==> src/qaw_pkg.sv <==
package qaw_pkg;

  // Grid size per axis
  localparam int BINS_ANGLE    = 8;
  localparam int BINS_MOMENTUM = 8;
  localparam int BINS_Z        = 8;
  localparam int BINS_THETA    = 8;

  localparam int IA_W = $clog2(BINS_ANGLE);
  localparam int IP_W = $clog2(BINS_MOMENTUM);
  localparam int IZ_W = $clog2(BINS_Z);
  localparam int IT_W = $clog2(BINS_THETA);

  // Limit table: two words (lower, upper) per grid point
  localparam int TABLE_DEPTH = 8192;
  localparam int ADDR_W      = $clog2(TABLE_DEPTH);

  // Address strides per axis
  localparam int STRIDE_T = 2;
  localparam int STRIDE_Z = STRIDE_T * BINS_THETA;
  localparam int STRIDE_P = STRIDE_Z * BINS_Z;
  localparam int STRIDE_A = STRIDE_P * BINS_MOMENTUM;

  // -180/pi in Q16.16
  localparam logic signed [23:0] NEG_DEG_PER_RAD = -24'sd3754936;

  // Config register indexes
  localparam int CFG_IDX_W = 4;
  localparam logic [CFG_IDX_W-1:0] REG_START_ANGLE    = 4'd0;
  localparam logic [CFG_IDX_W-1:0] REG_START_MOMENTUM = 4'd1;
  localparam logic [CFG_IDX_W-1:0] REG_START_VERTEX_Z = 4'd2;
  localparam logic [CFG_IDX_W-1:0] REG_START_POLAR    = 4'd3;
  localparam logic [CFG_IDX_W-1:0] REG_INV_ANGLE      = 4'd4;
  localparam logic [CFG_IDX_W-1:0] REG_INV_MOMENTUM   = 4'd5;
  localparam logic [CFG_IDX_W-1:0] REG_INV_VERTEX_Z   = 4'd6;
  localparam logic [CFG_IDX_W-1:0] REG_INV_POLAR      = 4'd7;

  localparam logic [31:0] INV_STEP_RESET = 32'd65536;

  // Axis order in the front sequencer
  localparam logic [1:0] AX_ANGLE    = 2'd0;
  localparam logic [1:0] AX_MOMENTUM = 2'd1;
  localparam logic [1:0] AX_Z        = 2'd2;
  localparam logic [1:0] AX_THETA    = 2'd3;

  localparam logic MODE_LOAD  = 1'b0;
  localparam logic MODE_QUERY = 1'b1;

  typedef enum logic [1:0] {
    ST_IN_GRID   = 2'd0,
    ST_ANGLE_OUT = 2'd1,
    ST_MOM_OUT   = 2'd2,
    ST_THETA_OUT = 2'd3
  } status_t;

  typedef enum logic [1:0] {
    JOB_LOAD,
    JOB_QUERY,
    JOB_REJECT
  } job_kind_t;

  typedef enum logic [2:0] {
    F_IDLE,
    F_DEG1,
    F_DEG2,
    F_SUB,
    F_MUL,
    F_CHK
  } front_state_t;

  typedef enum logic [1:0] {
    B_IDLE,
    B_READ,
    B_WAIT
  } back_state_t;

  typedef struct packed {
    logic               mode;
    logic [12:0]        entry_address;
    logic signed [31:0] entry_value;
    logic signed [31:0] angle_rad;
    logic signed [31:0] momentum_dev;
    logic signed [31:0] vertex_z;
    logic signed [31:0] polar;
    logic signed [31:0] azimuth;
  } in_item_t;

  typedef struct packed {
    logic               accepted;
    status_t            status;
    logic               z_clamped;
    logic signed [31:0] lower_limit;
    logic signed [31:0] upper_limit;
  } out_item_t;

  // Work handed from front to back
  typedef struct packed {
    job_kind_t          kind;
    logic [ADDR_W-1:0]  waddr;
    logic signed [31:0] value;   // load data, or azimuth for a query
    status_t            status;
    logic               zc;
    logic [ADDR_W-1:0]  base;
    logic [3:0][15:0]   wts;     // theta, z, momentum, angle
  } job_t;

  function automatic logic signed [31:0] sat32(input logic signed [63:0] x);
    logic signed [31:0] r;
    if (x > 64'sd2147483647) r = 32'sh7fffffff;
    else if (x < -64'sd2147483648) r = 32'sh80000000;
    else r = x[31:0];
    return r;
  endfunction

endpackage

==> src/qaw_queue.sv <==
module qaw_queue (
  input  logic           clk,
  input  logic           rst_n,
  input  logic           push,
  input  qaw_pkg::job_t  push_job,
  input  logic           pop,
  output qaw_pkg::job_t  head,
  output logic           full,
  output logic           empty
);
  import qaw_pkg::*;

  job_t       q_r [2];
  logic       wr_ptr_r, rd_ptr_r;
  logic [1:0] cnt_r;

  always_ff @(posedge clk) begin
    if (!rst_n) begin
      wr_ptr_r <= 1'b0;
      rd_ptr_r <= 1'b0;
      cnt_r    <= 2'd0;
    end else begin
      if (push) wr_ptr_r <= !wr_ptr_r;
      if (pop)  rd_ptr_r <= !rd_ptr_r;
      cnt_r <= cnt_r + {1'b0, push} - {1'b0, pop};
    end
    if (push) q_r[wr_ptr_r] <= push_job;
  end

  assign head  = q_r[rd_ptr_r];
  assign full  = (cnt_r == 2'd2);
  assign empty = (cnt_r == 2'd0);

endmodule

==> config.mk <==
export PLATFORM = sky130hd
export DESIGN_NAME = qaw_queue
export DESIGN_NICKNAME = d
export VERILOG_FILES = /design/src/qaw_pkg.sv /design/src/qaw_queue.sv
export SDC_FILE = /design/constraint.sdc
export NUM_CORES = 1
export LEC_CHECK = 0
export ABC_AREA = 1
export BUFFER_PORTS_ARGS = -buffer_cell sky130_fd_sc_hd__buf_2
export CAP_MARGIN = 20
export CORE_MARGIN = 2
export CORE_UTILIZATION = 30
export CTS_CLUSTER_SIZE = 8
export DETAILED_ROUTE_END_ITERATION = 10
export PLACE_DENSITY = 0.48
export SYNTH_ARGS = -nofsm -noshare
export SYNTH_HDL_FRONTEND = slang
export SYNTH_SLANG_ARGS = --single-unit
==> constraint.sdc <==
create_clock -name clk -period 11.3 [get_ports clk]
set_clock_uncertainty 0.05 [all_clocks]
set_input_delay 0.565 -clock clk [delete_from_list [all_inputs] [get_ports clk]]
set_output_delay 0.565 -clock clk [all_outputs]
set_load 0.02 [all_outputs]
==> reports/qor.txt, run 1 <==
Detail Route Antenna Nets: 0
initial antenna violation count: 4
top layer in use: met5
Worst R2R Path Depth: 3
crit path time final: 3.65 ns
clk buf depth: 3
DP HPWL: 12,600 microns
cts hold-fix bufs: 0
WP buf/inv: 2
CTS buffer count: 38
Clock Pin Slew Worst Setup and Hold Paths: 0.05 ns
status: complete, no violations
Worst Tran Pin Value: 1.02 ns
DIE AREA: 0.0331 sq mm
Max Clock Freq: 0.274 GHz
GR Util All Layers: 0.113
Cell variety after synth: 12
kind of cell adding the most delay to the critical path: buffers and inverters
Worst Path Required: 10.69 ns
Placer Congestion: 0.694
Vias/cell: 4.33
Worst Setup End Kind: primary output
Area growth syn-to-layout: 29.2%
CP arrival: 3.04 ns
Synth area leaders: edfxtp_1 (80%), mux2_2 (12%), mux2_4 (4.7%)
Seq/Total Area, Yosys: 0.814
final WL: 19,200 microns
Initial DRC Count: 226
#FFs+latches synth: 259
maxcap violations: 0
crit path cell chain: buf_4 > mux2_2 > buf_2
Worst Hold Path Cells: 1
largest net degree at the start of global routing: 70
# rows: 65
setup violators final: 0
DR WL/cell: 17.0 microns
Starting Density: 0.303
Routed met2 length: 9010 microns
Avg Synthesized Cell Area: 22.2 sq um
Pre-antenna DRT Iters: 4
Startpoint Class: flip-flop
layout cells sized above 1: 0.598
Post-Syn Nets: 561
met3 wire length: 1870 microns
GRT Residual Overflow: 0
Cell Area, Synth: 0.00950 sq mm
Hold Startpoint: push_job[63]
post-cts sizing count: 0
top-area cell type share of the netlist area: 0.803
Mapped Cells: 428
Max VDD drop: 0.000125 V
CP peak stage delay: 0.94 ns
Leak Pwr: 4.65 nW
CTS Sinks: 259
# Post-CTS Setup Buffers: 0
I/O pin cnt: 260
vias in the first global route: 5,249
Setup TNS Final: 0 ns
DRC viols: 0
cell taking the most area after synthesis: edfxtp_1
Hold Vio Cnt, Final: 0
via count: 4,892
wl on met1: 7790 microns
PD cells: 190 mW/mm^2
I/O Buffers: 259
Ys Warns: 0
slowest CP cell: dfxtp_4
global-route wire length before repair: 29,000 microns
Clk Latency, worst-skew pair: 0.49 ns
# nets final: 850
HP Class: in2reg
Util after Layout: 0.391
clk root buf: clkbuf_16
worst-path maximum fanout: 65
core area: 0.0314 sq mm
Final Max Tran Viols: 0
CTS tree: built
reg2reg setup slack: 8.47 ns
Die Y: 182 microns
reg2reg end: q_r[0][15]
Period Utilization, post-route: 0.323
relative slew slack: 0.319
Hold Path Sink: q_r[0][63]
RSZ-0062 raised after global routing: no
Die X: 182 microns
Crit Path Category: reg2out
H-Tree Depth: 2
r2r startpoint: wr_ptr_r
-- layer usage --
metal	track usage	vias up
met2	0.185	201
met1	0.135	2370
met3	0.0449	51
li1	-	2264
met5	0	-
met4	0.0410	6
-- placed cells by master (no fill, tap or decap) --
| cell type | netlist | layout |
|---|---|---|
| nor2_4 | 0 | 1 |
| dfxtp_4 | 0 | 1 |
| nand2_1 | 8 | 8 |
| inv_1 | 7 | 6 |
| clkbuf_1 | 0 | 8 |
| nor2_1 | 9 | 8 |
| nand3_1 | 1 | 1 |
| mux2_4 | 30 | 30 |
| diode_2 | 0 | 2 |
| edfxtp_1 | 254 | 254 |
| mux2_2 | 97 | 97 |
| buf_2 | 9 | 259 |
| clkinv_2 | 0 | 1 |
| a21oi_1 | 1 | 1 |
| buf_4 | 0 | 4 |
| dfxtp_1 | 5 | 4 |
| ha_1 | 2 | 2 |
| inv_6 | 0 | 2 |
| clkbuf_16 | 0 | 39 |
-- state kept, by name (all words and copies together), names as in the netlist, named ones only --
signal and flops:
q_r 254, cnt_r 2, rd_ptr_r 1, wr_ptr_r 1
-- how the worst max path moves through the flow --
stage | start | to | slack [ns] | depth (start not counted)
6_report | flip-flop | head[4] | 7.65 | 3
5_1_grt | flip-flop | head[4] | 7.42 | 3
4_1_cts | flip-flop | head[4] | 7.53 | 3
3_5_place_dp | push | q_r[0][10] | 7.96 | 5
3_3_place_gp | push | q_r[0][26] | 8.02 | 5
2_1_floorplan | push | q_r[0][0] | 4.71 | 2
-- metrics by stage --
stage          setup slack, ns  power (W)  instances  hold slack, ns  cell area [sq um]
5_1_grt                   7.42    0.00244       1128           0.180              12300
3_5_place_dp              7.96    0.00138       1079           0.437              11200
3_3_place_gp              8.02    0.00138       1079           0.429              11200
4_1_cts                   7.53    0.00238       1128           0.172              12300
2_1_floorplan             4.71    0.00130        428           0.413               9500
6_report                  7.65    0.00233       1130           0.204              12300
-- report_power, final --
part | internal, W | total [W] | switching [W]
clock network | 0.000612 | 0.000973 | 0.000361
registers | 0.00112 | 0.00113 | 0.0000180
logic | 0.0000935 | 0.000227 | 0.000133
-- cells by family after synthesis --
group	share of synthesized area
flops	0.814
mux	0.162
buf+inv	0.0134
simple gates	0.00725
fa+ha+maj	0.00263
compound gates	0.000527
-- worst register-to-register path: stages, from the launching register on --
cell and delay (ns):
dfxtp_1 0.33, nor2_4 0.54, buf_4 0.70, buf_4 0.78
-- layout make-up --
cell class	count	area, sq um
repair buffers	263	1330
clock inverters	2	13.8
well taps	402	503
fillers	2872	19100
multi-input cells	148	1650
inverters	7	31.3
clock buffers	47	1010
diodes	2	5.00
flip-flops and latches	259	7730
-- synthesized netlist by cell type --
library cell	number
edfxtp_1	254
mux2_2	97
mux2_4	30
buf_2	9
nor2_1	9
nand2_1	8
inv_1	7
buf_6	5
dfxtp_1	5
ha_1	2
a21oi_1	1
nand3_1	1
No activity file was read; power rests on OpenSTA's default activity.
==> run 2: changes to the inputs <==
- ABC_AREA: 1 -> 0
- PLACE_DENSITY: 0.48 -> 0.49
- clock period: 11.3 -> 3.3 ns (I/O delays scaled with it)
==> run 2 against run 1 <==
Worst hold slack lost 0.17 ns; largest power group unchanged; register-to-register slack lost 6.9 ns; total power grew to 3.5 times the previous value.
==> reports/qor.txt, run 2 <==
status: complete, no violations
cell taking the most area after synthesis: edfxtp_1
CTS Sinks: 259
Hold Vio Cnt, Final: 0
design area: 0.0136 sq mm
Initial DRC Count: 186
I/O Buffers: 259
RSZ-0062 raised after global routing: no
vias in the first global route: 5,942
GR Util All Layers: 0.119
#FFs+latches synth: 259
initial antenna violation count: 1
H-Tree Depth: 2
Fillers: 2,780
Commonest cells post-synth: edfxtp_1 (254), mux2_2 (97), mux2_4 (30)
Detail Route Antenna Nets: 0
Leak Pwr: 5.19 nW
Die X: 182 microns
Cell Area, Synth: 0.00950 sq mm
Startpoint Class: flip-flop
multiplexer area fraction after synthesis: 0.162
CP arrival: 1.86 ns
Pre-antenna DRT Iters: 4
Largest Register: q_r
maxcap violations: 0
Worst Tran Pin Value: 0.644 ns
layout cells sized above 1: 0.516
Cell variety after synth: 14
# nets final: 970
via count: 5,327
most frequent cells in the layout: buf_2 (259), edfxtp_1 (254), dlygate4sd3_1 (130), mux2_2 (97), clkbuf_16 (39)
Avg Synthesized Cell Area: 22.8 sq um
WP buf/inv: 2
Post-Syn Nets: 549
global-route wire length before repair: 30,800 microns
top-area cell type share of the netlist area: 0.803
worst-path maximum fanout: 72
Crit Path Category: reg2out
compound-gate portion of the synthesized area: 0.000791
most common cell after layout, fill and taps aside: buf_2
ys async rst share: 0
setup violators final: 0
Seq/Total Area, Yosys: 0.814
HP Class: in2reg
GRT Residual Overflow: 0
Primary FF master, synth: edfxtp_1
final WL: 20,100 microns
Mapped Cells: 416
crit path cell chain: buf_12 > mux2_2 > buf_2
XOR/XNOR share of the synthesized area: 0.00329
largest net degree at the start of global routing: 85
Period Utilization, post-route: 0.630
DR WL/cell: 16.1 microns
Starting Density: 0.303
Worst Path Required: 3.08 ns
Largest register FFs: 254
CP peak stage delay: 0.41 ns
Simple-Gate Fraction of Synth Area: 0.00567
clk buf depth: 3
Final Max Tran Viols: 0
Placer Congestion: 0.709
largest family of logic cells by synthesized area: multiplexers
Worst Setup End Kind: primary output
# rows: 65
Clock Pin Slew Worst Setup and Hold Paths: 0.05 ns
I/O pin cnt: 260
core area: 0.0314 sq mm
clk root buf: clkbuf_16
Synth area leaders: edfxtp_1 (80%), mux2_2 (12%), mux2_4 (4.7%)
slowest CP cell: mux2_2
biggest regs: q_r (254), cnt_r (2)
Max Clock Freq: 0.481 GHz
Post-Synth Adder-Cell Area: 0.00264
CTS buffer count: 38
Ys Warns: 0
kind of cell adding the most delay to the critical path: buffers and inverters
Clk Latency, worst-skew pair: 0.49 ns
DRC viols: 0
EDFF count, synth: 254
DP HPWL: 12,500 microns
Die Y: 182 microns
crit path time final: 2.08 ns
relative slew slack: 0.571
PD cells: 605 mW/mm^2
Post-DP Area: 0.0113 sq mm
DIE AREA: 0.0331 sq mm
Area growth syn-to-layout: 43.5%
Vias/cell: 4.27
CTS tree: built
total power draw: 0.00824 W
count leader, synth: edfxtp_1
Setup TNS Final: 0 ns
Max VDD drop: 0.000458 V
-- run 2: timing repair --
action,CTS,global route
buffers inserted,0,0
hold buffers,130,0
resized for setup,0,0
endpoints found under the hold margin,259,0
-- run 2: path summary, 6_finish.rpt --
check	from	to	slack (ns)	depth (start not counted)
setup / recovery	flip-flop	head[33]	1.22	3
hold / removal	push	cnt_r[0]	0.04	3
setup reg to reg	wr_ptr_r	wr_ptr_r	1.59	4
hold reg to reg	rd_ptr_r	rd_ptr_r	0.53	2
-- run 2: tightest hold or removal path, delay by kind of cell --
family / cells / cell delay [ns]
and+or+nand+nor: 1 / 0.12
buffers and inverters: 1 / 0.12
adders and majority gates: 1 / 0.14
-- run 2: kinds of logic (layout without fill, tap and decap cells) --
family | count (synthesis) | after routing
DFF | 259 | 259
muxes | 127 | 127
buffers and inverters | 16 | 445
and+or+nand+nor | 9 | 9
adders and majority gates | 2 | 2
xor gates and xnor gates | 2 | 2
AOI/OAI and AO/OA | 1 | 1
other | 0 | 1
-- run 2: where the power goes --
group | internal (W) | switching, W | total (W)
clock network | 0.00210 | 0.00125 | 0.00335
registers | 0.00382 | 0.0000416 | 0.00386
logic | 0.000484 | 0.000553 | 0.00104
total | 0.00639 | 0.00185 | 0.00824
-- run 2: metal layers --
layer  part of all wire  track usage  up-vias
met5                  0            0        -
met1               0.38        0.126     2607
met3              0.089       0.0487       43
met2               0.50        0.213      185
met4              0.024       0.0416        0
li1                   -            -     2492
-- run 2: through the flow --
step | cells | worst slack [ns] | hold slack (ns) | utilization
floorplan | 416 | 0.608 | 0.214 | -
global placement | 1069 | 1.65 | 0.302 | 0.360
detailed placement | 1069 | 1.62 | 0.307 | 0.360
CTS | 1247 | 1.20 | 0.0118 | 0.434
global route | 1248 | 1.14 | 0.0279 | 0.434
finish | 1248 | 1.22 | 0.0359 | 0.434
-- run 2: layout make-up --
type                            count  area (sq um)  area share
Inverter                            2          7.51    0.000551
Clock inverter                      2          16.3     0.00119
Timing Repair Buffer              395          2690       0.198
Clock buffer                       46          1000      0.0736
Multi-Input combinational cell    141          1670       0.123
Tap cell                          402           503      0.0369
Antenna cell                        1          2.50    0.000184
Sequential cell                   259          7730       0.567
