## config.mk

```make
export PLATFORM = sky130hd
export DESIGN_NAME = qaw_front
export DESIGN_NICKNAME = d
export VERILOG_FILES = /design/src/qaw_pkg.sv /design/src/qaw_front.sv
export SDC_FILE = /design/constraint.sdc
export NUM_CORES = 2
export LEC_CHECK = 0
export BUFFER_PORTS_ARGS = -buffer_cell sky130_fd_sc_hd__buf_2
export CAP_MARGIN = 30
export CORE_ASPECT_RATIO = 1.5
export CORE_MARGIN = 5
export CORE_UTILIZATION = 56
export DETAILED_ROUTE_END_ITERATION = 6
export PLACE_DENSITY = 0.74
export SYNTH_ARGS = -nofsm -noshare
export SYNTH_HDL_FRONTEND = slang
export SYNTH_SLANG_ARGS = --single-unit
```

## constraint.sdc

```tcl
create_clock -name clk -period 15.1 [get_ports clk]
set_clock_uncertainty 0.1 [all_clocks]
set_input_delay 1.51 -clock clk [delete_from_list [all_inputs] [get_ports clk]]
set_output_delay 1.51 -clock clk [all_outputs]
set_load 0.02 [all_outputs]
```

## src/qaw_pkg.sv

```systemverilog
package qaw_pkg;

  // Grid size per axis
  localparam int BINS_ANGLE    = 8;
  localparam int BINS_MOMENTUM = 8;
  localparam int BINS_Z        = 8;
  localparam int BINS_THETA    = 8;

  localparam int IA_W = $clog2(BINS_ANGLE);
  localparam int IP_W = $clog2(BINS_MOMENTUM);
  localparam int IZ_W = $clog2(BINS_Z);
  localparam int IT_W = $clog2(BINS_THETA);

  // Limit table: two words (lower, upper) per grid point
  localparam int TABLE_DEPTH = 8192;
  localparam int ADDR_W      = $clog2(TABLE_DEPTH);

  // Address strides per axis
  localparam int STRIDE_T = 2;
  localparam int STRIDE_Z = STRIDE_T * BINS_THETA;
  localparam int STRIDE_P = STRIDE_Z * BINS_Z;
  localparam int STRIDE_A = STRIDE_P * BINS_MOMENTUM;

  // -180/pi in Q16.16
  localparam logic signed [23:0] NEG_DEG_PER_RAD = -24'sd3754936;

  // Config register indexes
  localparam int CFG_IDX_W = 4;
  localparam logic [CFG_IDX_W-1:0] REG_START_ANGLE    = 4'd0;
  localparam logic [CFG_IDX_W-1:0] REG_START_MOMENTUM = 4'd1;
  localparam logic [CFG_IDX_W-1:0] REG_START_VERTEX_Z = 4'd2;
  localparam logic [CFG_IDX_W-1:0] REG_START_POLAR    = 4'd3;
  localparam logic [CFG_IDX_W-1:0] REG_INV_ANGLE      = 4'd4;
  localparam logic [CFG_IDX_W-1:0] REG_INV_MOMENTUM   = 4'd5;
  localparam logic [CFG_IDX_W-1:0] REG_INV_VERTEX_Z   = 4'd6;
  localparam logic [CFG_IDX_W-1:0] REG_INV_POLAR      = 4'd7;

  localparam logic [31:0] INV_STEP_RESET = 32'd65536;

  // Axis order in the front sequencer
  localparam logic [1:0] AX_ANGLE    = 2'd0;
  localparam logic [1:0] AX_MOMENTUM = 2'd1;
  localparam logic [1:0] AX_Z        = 2'd2;
  localparam logic [1:0] AX_THETA    = 2'd3;

  localparam logic MODE_LOAD  = 1'b0;
  localparam logic MODE_QUERY = 1'b1;

  typedef enum logic [1:0] {
    ST_IN_GRID   = 2'd0,
    ST_ANGLE_OUT = 2'd1,
    ST_MOM_OUT   = 2'd2,
    ST_THETA_OUT = 2'd3
  } status_t;

  typedef enum logic [1:0] {
    JOB_LOAD,
    JOB_QUERY,
    JOB_REJECT
  } job_kind_t;

  typedef enum logic [2:0] {
    F_IDLE,
    F_DEG1,
    F_DEG2,
    F_SUB,
    F_MUL,
    F_CHK
  } front_state_t;

  typedef enum logic [1:0] {
    B_IDLE,
    B_READ,
    B_WAIT
  } back_state_t;

  typedef struct packed {
    logic               mode;
    logic [12:0]        entry_address;
    logic signed [31:0] entry_value;
    logic signed [31:0] angle_rad;
    logic signed [31:0] momentum_dev;
    logic signed [31:0] vertex_z;
    logic signed [31:0] polar;
    logic signed [31:0] azimuth;
  } in_item_t;

  typedef struct packed {
    logic               accepted;
    status_t            status;
    logic               z_clamped;
    logic signed [31:0] lower_limit;
    logic signed [31:0] upper_limit;
  } out_item_t;

  // Work handed from front to back
  typedef struct packed {
    job_kind_t          kind;
    logic [ADDR_W-1:0]  waddr;
    logic signed [31:0] value;   // load data, or azimuth for a query
    status_t            status;
    logic               zc;
    logic [ADDR_W-1:0]  base;
    logic [3:0][15:0]   wts;     // theta, z, momentum, angle
  } job_t;

  function automatic logic signed [31:0] sat32(input logic signed [63:0] x);
    logic signed [31:0] r;
    if (x > 64'sd2147483647) r = 32'sh7fffffff;
    else if (x < -64'sd2147483648) r = 32'sh80000000;
    else r = x[31:0];
    return r;
  endfunction

endpackage

```

## src/qaw_front.sv

```systemverilog
module qaw_front (
  input  logic                            clk,
  input  logic                            rst_n,
  input  logic                            start,
  output logic                            busy,
  input  qaw_pkg::in_item_t               in_item,
  input  logic                            cfg_valid,
  output logic                            cfg_ready,
  input  logic [qaw_pkg::CFG_IDX_W-1:0]   cfg_index,
  input  logic [31:0]                     cfg_data,
  output logic                            push,
  output qaw_pkg::job_t                   push_job,
  input  logic                            q_full
);
  import qaw_pkg::*;

  front_state_t state_r, state_nxt;

  logic signed [31:0] start_a_r, start_p_r, start_z_r, start_t_r;
  logic [31:0]        inv_a_r, inv_p_r, inv_z_r, inv_t_r;

  in_item_t           item_r;
  logic signed [55:0] prod_r;
  logic signed [31:0] deg_r, d_r;
  logic signed [63:0] p_r;
  logic [1:0]         axis_r;
  logic [IA_W-1:0]    ia_r;
  logic [IP_W-1:0]    ip_r;
  logic [IZ_W-1:0]    iz_r;
  logic               zc_r;
  logic [3:0][15:0]   wts_r;

  logic               accept;
  logic signed [31:0] x_sel, s_sel;
  logic [31:0]        inv_sel;
  logic signed [55:0] deg_t;
  logic signed [31:0] idx_s;
  logic [15:0]        w_cur;
  logic               below, above;
  logic [ADDR_W-1:0]  cell_idx;

  assign cfg_ready = 1'b1;
  assign busy      = (state_r != F_IDLE) || q_full;
  assign accept    = start && !busy;

  // Configuration registers
  always_ff @(posedge clk) begin
    if (!rst_n) begin
      start_a_r <= '0;
      start_p_r <= '0;
      start_z_r <= '0;
      start_t_r <= '0;
      inv_a_r   <= INV_STEP_RESET;
      inv_p_r   <= INV_STEP_RESET;
      inv_z_r   <= INV_STEP_RESET;
      inv_t_r   <= INV_STEP_RESET;
    end else if (cfg_valid && cfg_ready) begin
      case (cfg_index)
        REG_START_ANGLE:    start_a_r <= cfg_data;
        REG_START_MOMENTUM: start_p_r <= cfg_data;
        REG_START_VERTEX_Z: start_z_r <= cfg_data;
        REG_START_POLAR:    start_t_r <= cfg_data;
        REG_INV_ANGLE:      inv_a_r   <= cfg_data;
        REG_INV_MOMENTUM:   inv_p_r   <= cfg_data;
        REG_INV_VERTEX_Z:   inv_z_r   <= cfg_data;
        REG_INV_POLAR:      inv_t_r   <= cfg_data;
        default: ;
      endcase
    end
  end

  // Axis operand select
  always_comb begin
    case (axis_r)
      AX_ANGLE:    begin x_sel = deg_r;              s_sel = start_a_r; inv_sel = inv_a_r; end
      AX_MOMENTUM: begin x_sel = item_r.momentum_dev; s_sel = start_p_r; inv_sel = inv_p_r; end
      AX_Z:        begin x_sel = item_r.vertex_z;     s_sel = start_z_r; inv_sel = inv_z_r; end
      default:     begin x_sel = item_r.polar;        s_sel = start_t_r; inv_sel = inv_t_r; end
    endcase
  end

  assign deg_t = (prod_r + 56'sd32768) >>> 16;
  assign idx_s = p_r[63:32];
  assign w_cur = p_r[31:16];
  assign below = idx_s < 32'sd0;

  always_comb begin
    case (axis_r)
      AX_ANGLE:    above = idx_s >= 32'(BINS_ANGLE - 1);
      AX_MOMENTUM: above = idx_s >= 32'(BINS_MOMENTUM - 1);
      AX_Z:        above = idx_s >= 32'(BINS_Z - 1);
      default:     above = idx_s >= 32'(BINS_THETA - 1);
    endcase
  end

  // Cell index of the lower corner, theta index taken live
  assign cell_idx = ADDR_W'(((ia_r * BINS_MOMENTUM + ip_r) * BINS_Z + iz_r) * BINS_THETA
                            + idx_s[IT_W-1:0]);

  // Datapath registers
  always_ff @(posedge clk) begin
    if (accept) item_r <= in_item;
    case (state_r)
      F_DEG1: prod_r <= item_r.angle_rad * NEG_DEG_PER_RAD;
      F_DEG2: deg_r  <= sat32(64'(deg_t));
      F_SUB:  d_r    <= sat32(64'(x_sel) - 64'(s_sel));
      F_MUL:  p_r    <= 64'(d_r * $signed({1'b0, inv_sel}));
      F_CHK: begin
        wts_r[2'd3 - axis_r] <= w_cur;
        case (axis_r)
          AX_ANGLE:    ia_r <= idx_s[IA_W-1:0];
          AX_MOMENTUM: ip_r <= idx_s[IP_W-1:0];
          AX_Z: begin
            zc_r <= below || above;
            if (below) iz_r <= '0;
            else if (above) iz_r <= IZ_W'(BINS_Z - 2);
            else iz_r <= idx_s[IZ_W-1:0];
          end
          default: ;
        endcase
      end
      default: ;
    endcase
  end

  // Axis counter
  always_ff @(posedge clk) begin
    if (!rst_n) axis_r <= AX_ANGLE;
    else if (state_r == F_DEG2) axis_r <= AX_ANGLE;
    else if (state_r == F_CHK && !(below || above) && axis_r != AX_THETA) axis_r <= axis_r + 2'd1;
    else if (state_r == F_CHK && axis_r == AX_Z) axis_r <= axis_r + 2'd1;
  end

  always_ff @(posedge clk) begin
    if (!rst_n) state_r <= F_IDLE;
    else state_r <= state_nxt;
  end

  // Sequencer and queue push
  always_comb begin
    state_nxt      = state_r;
    push           = 1'b0;
    push_job       = '0;
    push_job.kind  = JOB_LOAD;
    push_job.waddr = in_item.entry_address;
    push_job.value = in_item.entry_value;
    case (state_r)
      F_IDLE: begin
        if (accept) begin
          if (in_item.mode == MODE_LOAD) push = 1'b1;
          else state_nxt = F_DEG1;
        end
      end
      F_DEG1: state_nxt = F_DEG2;
      F_DEG2: state_nxt = F_SUB;
      F_SUB:  state_nxt = F_MUL;
      F_MUL:  state_nxt = F_CHK;
      F_CHK: begin
        if (axis_r == AX_Z) begin
          state_nxt = F_SUB;
        end else if (below || above) begin
          push_job.kind = JOB_REJECT;
          case (axis_r)
            AX_ANGLE:    push_job.status = ST_ANGLE_OUT;
            AX_MOMENTUM: push_job.status = ST_MOM_OUT;
            default:     push_job.status = ST_THETA_OUT;
          endcase
          if (!q_full) begin
            push      = 1'b1;
            state_nxt = F_IDLE;
          end
        end else if (axis_r == AX_THETA) begin
          push_job.kind   = JOB_QUERY;
          push_job.value  = item_r.azimuth;
          push_job.status = ST_IN_GRID;
          push_job.zc     = zc_r;
          push_job.base   = ADDR_W'({cell_idx, 1'b0});
          push_job.wts    = {wts_r[3:1], w_cur};
          if (!q_full) begin
            push      = 1'b1;
            state_nxt = F_IDLE;
          end
        end else begin
          state_nxt = F_SUB;
        end
      end
      default: state_nxt = F_IDLE;
    endcase
  end

  a_push_room: assert property (@(posedge clk) disable iff (!rst_n) push |-> !q_full)
    else $error("push into full queue");
  a_query_order: assert property (@(posedge clk) disable iff (!rst_n)
    (push && push_job.kind == JOB_QUERY) |-> (axis_r == AX_THETA))
    else $error("query pushed before all axes done");
  a_accept_idle: assert property (@(posedge clk) disable iff (!rst_n)
    accept |=> ($past(in_item.mode) == MODE_LOAD) || (state_r == F_DEG1))
    else $error("query not started");

endmodule

```

==> impl_metrics.ini <==
[run_status]
outcome = complete, but fails checks
violations = design-rule violations

[routing]
routed_wire_length_per_instance_um = 22.7
remaining_drc_errors = 4
drtAntennaViolNets = 0
postRouteWirelength_um = 204000
drt_first_iter_violations = 3573
vias_per_cell = 5.75
initial_drt_pass_iterations = 7
num_vias = 51500

[layout]
final_core_util = 0.606
layout.nets = 9235
layout-drive-gt1-share = 0.0941
area_growth_syn_to_layout_pct = 7.59

[synthesis]
postSynthRegisterBits = 631
netlist-cell-type-count = 89
ys_top_cells_by_area = sky130_fd_sc_hd__fa_1 32%, sky130_fd_sc_hd__edfxtp_1 16%, sky130_fd_sc_hd__ha_1 10%, sky130_fd_sc_hd__dfxtp_1 7.4%, sky130_fd_sc_hd__inv_1 7.0%
netlist_instances = 7191
ys_dominant_reg_cell = sky130_fd_sc_hd__edfxtp_1
synth.yosys.seq_area_share = 0.232
yosys.area.top_type = sky130_fd_sc_hd__fa_1
synthMuxAreaShare = 0.00557
synthesis.area_um2 = 70500
ys_async_sr_fraction = 0
post-synth-top-area-fraction = 0.316
adder_cell_fraction_of_synth_area = 0.419
synth-compound-area-share = 0.0861
synthSimpleGateAreaFrac = 0.145
synth_enable_flop_cells = 370
synth_nets = 9129
synth.avg_cell_area_um2 = 9.81
yosys_warnings = 0
combinational_family_with_the_most_area_after_synthesis = adder cells
synth_xor_xnor_area_share = 0.0183

[clock_network]
clock_sinks = 631
post_cts_buffers = 0
holdBufCountCts = 0
ctsResizeCount = 0
number_of_clock_buffers_inserted_by_tritoncts = 61
tritoncts = yes
clk-insertion-delay-late_ns = 0.69
clk_path_buf_depth = 3
clockRootBuffer = sky130_fd_sc_hd__clkbuf_16
clk_transition_reported_paths_ns = 0.07
cts.htree.levels = 2

[timing]
setup-tns-final_ns = 0
timing.final.setup_violations = 0
max_freq_ghz = 0.0970
timing.max_slew.rel_slack = 0.319
timing_worst_slew_pin_value_ns = 1.02
min_period_ns = 10.31
layout_worst_path_cycle_share = 0.682
rsz0062_at_grt = no
timing_hold_violations_final = 0
final_max_slew_viol_count = 0

[critical_path]
critical_path_arrival_ns = 10.65
timing.critical_path.slowest_stage_cell = sky130_fd_sc_hd__ha_4
timing.critical_path.max_delay_family = adder cells
cp_max_fo = 52
path_class = flop to flop
worst_setup_sp_type = flop
end_kind = flop
cpPeakStageDelay_ns = 0.66
required_time_worst_endpoint_ns = 15.44
timing.critical_path.buf_inv = 7
path_common_cell = sky130_fd_sc_hd__fa_1

[place]
port_buffers = 348
gp_congestion = 0.985
dp_hpwl_um = 156000

[floorplan]
i_o_pin_count = 377
die_area_um2 = 133000
core_region_area_um2 = 125000
placement_rows = 159
initial_utilization = 0.564
die-width_um = 300
die_y_um = 445

[job]
cap_viol_max_count = 0

[power]
leakage_uw = 0.0355
power.total_uw = 7650
peakVddDrop_mv = 0.171
powerDensity_nw_per_um2 = 101

[global_route]
grt_pass1_vias = 56100
antenna_found_initial = 11
grt-ovfl-total = 0
pin_count_of_the_biggest_net_entering_global_routing = 182
grtUsageTotal = 0.306
grt_first_pass_wirelength_um = 314000

[hold_path]
min_path_type = flop to flop
[registers in the layout (all words and copies together), names as in the netlist, 32 cells and up]
register / count
start_t_r: 32
start_a_r: 32
d_r: 32
item_r: 160
start_z_r: 32
inv_a_r: 32
wts_r: 48
deg_r: 32
p_r: 48
inv_z_r: 32
inv_p_r: 32
start_p_r: 32
prod_r: 40
inv_t_r: 32
[cells in the mapped netlist, types with 10 or more instances]
master,number
sky130_fd_sc_hd__inv_1,1314
sky130_fd_sc_hd__fa_1,1113
sky130_fd_sc_hd__nand2_1,1001
sky130_fd_sc_hd__and2_1,709
sky130_fd_sc_hd__ha_1,578
sky130_fd_sc_hd__edfxtp_1,370
sky130_fd_sc_hd__clkbuf_1,350
sky130_fd_sc_hd__dfxtp_1,261
sky130_fd_sc_hd__a21boi_0,252
sky130_fd_sc_hd__a21oi_1,180
sky130_fd_sc_hd__nor2_1,174
sky130_fd_sc_hd__o21ai_0,116
sky130_fd_sc_hd__a222oi_1,96
sky130_fd_sc_hd__xnor2_1,92
sky130_fd_sc_hd__a21o_1,57
sky130_fd_sc_hd__xor2_1,52
sky130_fd_sc_hd__buf_4,44
sky130_fd_sc_hd__nand3_1,43
sky130_fd_sc_hd__mux2_2,32
sky130_fd_sc_hd__nand4_1,26
sky130_fd_sc_hd__and3_1,24
sky130_fd_sc_hd__nor3_1,24
sky130_fd_sc_hd__nand2b_1,23
sky130_fd_sc_hd__nor2b_1,21
sky130_fd_sc_hd__a31oi_1,18
sky130_fd_sc_hd__o21a_1,17
sky130_fd_sc_hd__o21ai_2,17
sky130_fd_sc_hd__o21bai_1,13
sky130_fd_sc_hd__a211oi_1,12
sky130_fd_sc_hd__nor4_1,10
[path summary, 6_finish.rpt]
path	from	to	slack [ns]	cells after the start
setup / recovery	axis_r[0]$_SDFFE_PP0P_	p_r[58]$_DFFE_PP_	4.79	31
hold / removal	inv_z_r[9]$_SDFFE_PN0P_	inv_z_r[9]$_SDFFE_PN0P_	0.36	2
setup reg to reg	axis_r[0]$_SDFFE_PP0P_	p_r[58]$_DFFE_PP_	4.79	31
hold reg to reg	inv_z_r[9]$_SDFFE_PN0P_	inv_z_r[9]$_SDFFE_PN0P_	0.36	2
[metrics by stage]
stage                     hold WS [ns]  cell area [um2]  setup slack (ns)  instances
after global placement           0.349            73500              4.72       8832
final                            0.362            75900              4.79       8968
after floorplan                  0.340            70500              6.41       7191
after detailed placement         0.356            73600              4.69       8842
after CTS                        0.366            75800              4.61       8958
after global routing             0.386            75900              4.31       8966
[layout by cell type (no fill, tap or decap), drive strengths merged, types with 10 or more instances in the layout]
cell	count
nand2	1002
xor2	53
nand4	27
nand3	44
ha	578
o21ai	139
o211ai	10
xnor2	92
nor3	28
dfxtp	261
a21boi	252
a31oi	19
nor2	175
a21o	57
nor4	10
a222oi	96
and3	24
o21a	17
and2	710
bufinv	10
fa	1113
o21bai	13
a211oi	12
edfxtp	370
mux2	32
a21oi	186
inv	1322
buf	457
nor2b	21
clkinv	24
nand2b	23
clkbuf	71
[routing by layer]
layer  GRT usage  wire (um)  share of wire  vias to the layer above
met2       0.549     105000           0.52                     2212
met1       0.313      64700           0.32                    25800
li1            -          -              -                    22700
met3      0.0356      11400          0.056                      879
met4       0.271      22800           0.11                        4
met5           0         27        0.00013                        -
[where the power goes]
| group | switching [uW] | total, uW | internal [uW] |
|---|---|---|---|
| Clock | 718 | 1670 | 955 |
| Sequential | 81.7 | 2190 | 2110 |
| Combinational | 2170 | 3780 | 1620 |
| Total | 2970 | 7650 | 4690 |
[final cells by class]
cell class                      count  area (um2)
Inverter                         1315        4950
Clock buffer                       71        1620
Tap cell                         1610        2010
Multi-Input combinational cell   4831       47700
Sequential cell                   631       16300
Clock inverter                     45         599
Timing Repair Buffer              457        2640
Antenna cell                        8        20.0
Fill cell                       10500       49200
[cell families (layout without fill, tap and decap cells)]
group           after synthesis  in the layout
flops                       631            631
fa+ha+maj                  1694           1694
simple gates               2099           2099
other cells                   2             10
mux                          34             34
buf+inv                    1729           1888
compound gates              857            857
xor+xnor                    145            145
[worst reg2reg max path: cells and delay by family, from the launching register on]
family	cells	cell delay [ns]
adder cells (fa/ha/maj)	10	5.04
AO/OA/AOI/OAI	8	2.14
buffers and inverters	7	1.50
AND/OR/NAND/NOR	5	0.80
flip-flops	1	0.38
XOR/XNOR	1	0.11
Power figures use the tool's default switching activity.
